File: src/zbps_pkg.sv
// Shared types and constants of the depth-buffered pixel store.
`default_nettype none

package zbps_pkg;

  localparam int COL_W   = 16;
  localparam int CFG_W   = 12;
  localparam int DEPTH_W = 31;
  localparam int POS_W   = 8;
  localparam int OUT_W   = 8;
  localparam int WORD_W  = 4 * COL_W + DEPTH_W;

  localparam logic [DEPTH_W-1:0] DEPTH_MAX = {DEPTH_W{1'b1}};

  typedef enum logic [1:0] {
    ACT_CLEAR = 2'd0,
    ACT_WRITE = 2'd1,
    ACT_READ  = 2'd2,
    ACT_NONE  = 2'd3
  } action_t;

  typedef enum logic [1:0] {
    CFG_CLEAR_RED   = 2'd0,
    CFG_CLEAR_GREEN = 2'd1,
    CFG_CLEAR_BLUE  = 2'd2,
    CFG_UNUSED      = 2'd3
  } cfg_index_t;

  typedef enum logic [2:0] {
    ST_INIT,
    ST_IDLE,
    ST_FETCH,
    ST_EXEC,
    ST_CLEAR
  } state_t;

  typedef struct packed {
    logic capture;
    logic sweep;
    logic exec;
    logic report;
  } ctl_cmd_t;

  typedef struct packed {
    logic start_clear;
    logic sweep_last;
  } ctl_status_t;

endpackage

`default_nettype wire

File: src/zbps_ctrl.sv
// Controller state machine: sequences transfers, pixel accesses and clear sweeps.
`default_nettype none

module zbps_ctrl (
  input  wire logic                 clk,
  input  wire logic                 rst_n,
  input  wire logic                 start,
  input  wire zbps_pkg::ctl_status_t status,
  output zbps_pkg::ctl_cmd_t        cmd,
  output logic                      busy
);

  zbps_pkg::state_t state_r, state_nxt;

  always_ff @(posedge clk) begin
    if (!rst_n) begin
      state_r <= zbps_pkg::ST_INIT;
    end else begin
      state_r <= state_nxt;
    end
  end

  always_comb begin
    state_nxt = state_r;
    unique case (state_r)
      zbps_pkg::ST_INIT: begin
        if (status.sweep_last) state_nxt = zbps_pkg::ST_IDLE;
      end
      zbps_pkg::ST_IDLE: begin
        if (start) begin
          state_nxt = status.start_clear ? zbps_pkg::ST_CLEAR : zbps_pkg::ST_FETCH;
        end
      end
      zbps_pkg::ST_FETCH: state_nxt = zbps_pkg::ST_EXEC;
      zbps_pkg::ST_EXEC:  state_nxt = zbps_pkg::ST_IDLE;
      zbps_pkg::ST_CLEAR: begin
        if (status.sweep_last) state_nxt = zbps_pkg::ST_IDLE;
      end
      default: state_nxt = zbps_pkg::ST_IDLE;
    endcase
  end

  always_comb begin
    cmd  = '0;
    busy = 1'b1;
    unique case (state_r)
      zbps_pkg::ST_INIT: cmd.sweep = 1'b1;
      zbps_pkg::ST_IDLE: begin
        busy        = 1'b0;
        cmd.capture = start;
      end
      zbps_pkg::ST_FETCH: ;
      zbps_pkg::ST_EXEC:  cmd.exec = 1'b1;
      zbps_pkg::ST_CLEAR: begin
        cmd.sweep  = 1'b1;
        // report only for a requested clear, not the one after reset
        cmd.report = status.sweep_last;
      end
      default: busy = 1'b1;
    endcase
  end

endmodule

`default_nettype wire

File: config.mk
export PLATFORM = sky130hd
export DESIGN_NAME = zbps_ctrl
export DESIGN_NICKNAME = d
export VERILOG_FILES = /design/src/zbps_pkg.sv /design/src/zbps_ctrl.sv
export SDC_FILE = /design/constraint.sdc
export NUM_CORES = 1
export LEC_CHECK = 0
export BUFFER_PORTS_ARGS = -buffer_cell sky130_fd_sc_hd__clkbuf_2
export CAP_MARGIN = 20
export CORE_AREA = 2 2 39 41
export CTS_CLUSTER_SIZE = 12
export DETAILED_ROUTE_END_ITERATION = 12
export DIE_AREA = 0 0 41 43
export PLACE_DENSITY_LB_ADDON = 0.25
export SLEW_MARGIN = 5
export SYNTH_ARGS = -nofsm -noshare
export SYNTH_HDL_FRONTEND = slang
export SYNTH_SLANG_ARGS = --single-unit
File: constraint.sdc
create_clock -name clk -period 0.9 [get_ports clk]
set_input_delay 0.09 -clock clk [delete_from_list [all_inputs] [get_ports clk]]
set_output_delay 0.09 -clock clk [all_outputs]
set_load 0.01 [all_outputs]
==> flow_summary.ini <==
[critical_path]
timing.critical_path.required_ps = 810
timing_worst_setup_path_type = flop to primary output
crit_fanout = 8
start_kind = flop
worstRegToRegCells = 5
worst_setup_path_end_kind = primary output
cp_data_arrival_time_ps = 1060

[placed_design]
buffer_ports.inserted = 9
dp.cells = 44
place_congestion = 0.597
pre_cts_slack_ps = -89.4
hpwlAfterDp_um = 383

[synthesis]
ys_seq_elements = 3
sequential_to_total_area_share_from_yosys_stat = 0.353
synth.cell_area_um2 = 170
synth_warnings = 0
synthCells = 18
synthesis.area_per_instance_um2 = 9.45
synth.distinct_cells = 11
mappedNetlistNets = 23

[pwr]
leakage_power_total_nw = 0.141
powerDensity_nw_per_um2 = 1520
vdd.ir_drop.worst_mv = 0.241

[grt]
gr-total-overflow = 0
grt_first_pass_wirelength_um = 917
grt_start_max_net_pins = 9
antenna_found_initial = 0
grt_pass1_vias = 211
grt_total_usage = 0.0853

[detailed_routing]
dr.pass1.iters = 2
routed_wire_length_per_instance_um = 10.2
drcViolationCount = 0
detailedRoute.firstIterationViolations = 1
post_drt_via_cell_ratio = 3.96
detailroute.via_count = 198
drt-total-wl_um = 512
antenna_left = 0

[timing]
timing.clock.skew_ps = 1.50
share_of_the_cycle_needed_by_the_critical_path_after_routing = 1.28
final_number_of_hold_violating_endpoints = 0
period_needed_ps = 1150
final_max_tran_viols = 0
finalWorstSetupSlack_ps = -253
highest_clock_rate_ghz = 0.867
worst_slew_margin_rel = 0.888
setup-tns-final_ps = -994
grt_setup_unrepaired = true
worst_slew_pin_slew_ps = 167
setup_violations = 8

[status]
violations = setup timing
run_status = finished, violations left

[finish]
final_layout_size_suffix_gt1_frac = 0.647
filler_cell_count = 152
antenna_cells = 0
postLayoutCoreUtil = 0.228
flip_flop_count_of_the_largest_register_after_layout = 3
max_flop_register = state_r
area_of_the_multi_input_gates_um2 = 121
final_net_count = 40
regArea_um2 = 68.8
largest_registers = state_r (3)
layout-area-overhead-vs-synth_pct = 85.3
final_instance_count_excl_fillers = 50

[clock_network]
clk_transition_reported_paths_ps = 40
ctsHoldBuffers = 0
tritoncts = yes
cts_num_sinks = 3
cts_max_level = 1
cts_inserted_buffers = 3
clock-root-buffer = sky130_fd_sc_hd__clkbuf_4
ctsLongestPathBuffers = 2
clock_latency_ps = 230

[die]
floorplan.core_area_um2 = 1380
ioPinCount = 10
effective_utilization_at_floorplan = 0.123
core.rowCount = 14
die_height_um = 43
die_area_um2 = 1760
dieWidth_um = 41

[worst_hold_path]
hold-path-cell-count = 3
worst_hold_path_type = input port to flop

[flow_run]
maxCapViolCount = 0
-- logic make-up after synthesis --
logic type | share of synthesized area
and+or+nand+nor | 0.544
AOI/OAI and AO/OA | 0.103
DFF | 0.353
-- layout by cell type (no fill, tap or decap), types with 2 or more instances in the layout --
master,count
sky130_fd_sc_hd__or3b_1,2
sky130_fd_sc_hd__clkbuf_4,3
sky130_fd_sc_hd__dfxtp_4,2
sky130_fd_sc_hd__buf_6,3
sky130_fd_sc_hd__clkbuf_2,8
sky130_fd_sc_hd__nand2b_1,3
-- per-stage QoR --
stage | cell area, um^2 | power [mW] | hold slack [ps]
detailed placement | 243 | 0.224 | 351
CTS | 307 | 0.486 | 97.4
floorplan | 170 | 0.186 | 216
global route | 315 | 0.525 | 102
finish | 315 | 0.480 | 110
global placement | 243 | 0.222 | 352
-- per-layer routing --
metal / global-route usage / wire, um / part of all wire / up-vias
met1: 0.0673 / 181 / 0.35 / 92
met5: 0 / 0 / 0 / -
met2: 0.134 / 320 / 0.63 / 3
met4: 0.100 / 0 / 0 / 0
li1: - / - / - / 103
met3: 0.0314 / 10 / 0.020 / 0
-- power breakdown --
group	total (mW)	internal (mW)	switching, mW	leakage, nW
logic	0.0983	0.0571	0.0412	0.0992
clock network	0.230	0.166	0.0643	0.0150
registers	0.152	0.140	0.0117	0.0264
-- path summary, 6_finish.rpt --
path                           start  slack, ps                 endpoint
max reg2reg  state_r[0]$_SDFFE_PN0P_        -60  state_r[1]$_SDFFE_PN0P_
max          state_r[1]$_SDFFE_PN0P_       -250                     busy
min reg2reg  state_r[0]$_SDFFE_PN0P_        560  state_r[2]$_SDFFE_PN0P_
min                            rst_n        110  state_r[0]$_SDFFE_PN0P_
-- area by class of cell --
class	count	area share
repair buffers	12	0.250
multi-input cells	15	0.385
well taps	16	0.0635
flip-flops and latches	3	0.218
clock buffers	4	0.0833
-- critical path, stage by stage, from the launching register on --
cell and delay (ps):
sky130_fd_sc_hd__dfxtp_4 360, sky130_fd_sc_hd__or3b_1 340, sky130_fd_sc_hd__clkbuf_2 130
-- repair_timing --
item / 4_1_cts / 5_1_grt
gates resized for setup: 9 / 3
buffers inserted: 2 / 0
pin swaps: 3 / 3
setup endpoints to repair: 6 / 8
-- cell usage after synthesis --
cell                        n  area share
sky130_fd_sc_hd__nand4b_1   1       0.051
sky130_fd_sc_hd__or3b_1     2        0.10
sky130_fd_sc_hd__dfxtp_1    3        0.35
sky130_fd_sc_hd__o31ai_1    1       0.044
sky130_fd_sc_hd__nand2b_1   3        0.11
sky130_fd_sc_hd__and3b_2    1       0.059
sky130_fd_sc_hd__and3_1     1       0.037
sky130_fd_sc_hd__and4bb_1   1       0.074
sky130_fd_sc_hd__nor2_1     2       0.044
sky130_fd_sc_hd__nand4bb_1  1       0.066
sky130_fd_sc_hd__a21oi_1    2       0.059
Note: power is estimated with default switching activity, not from simulation.
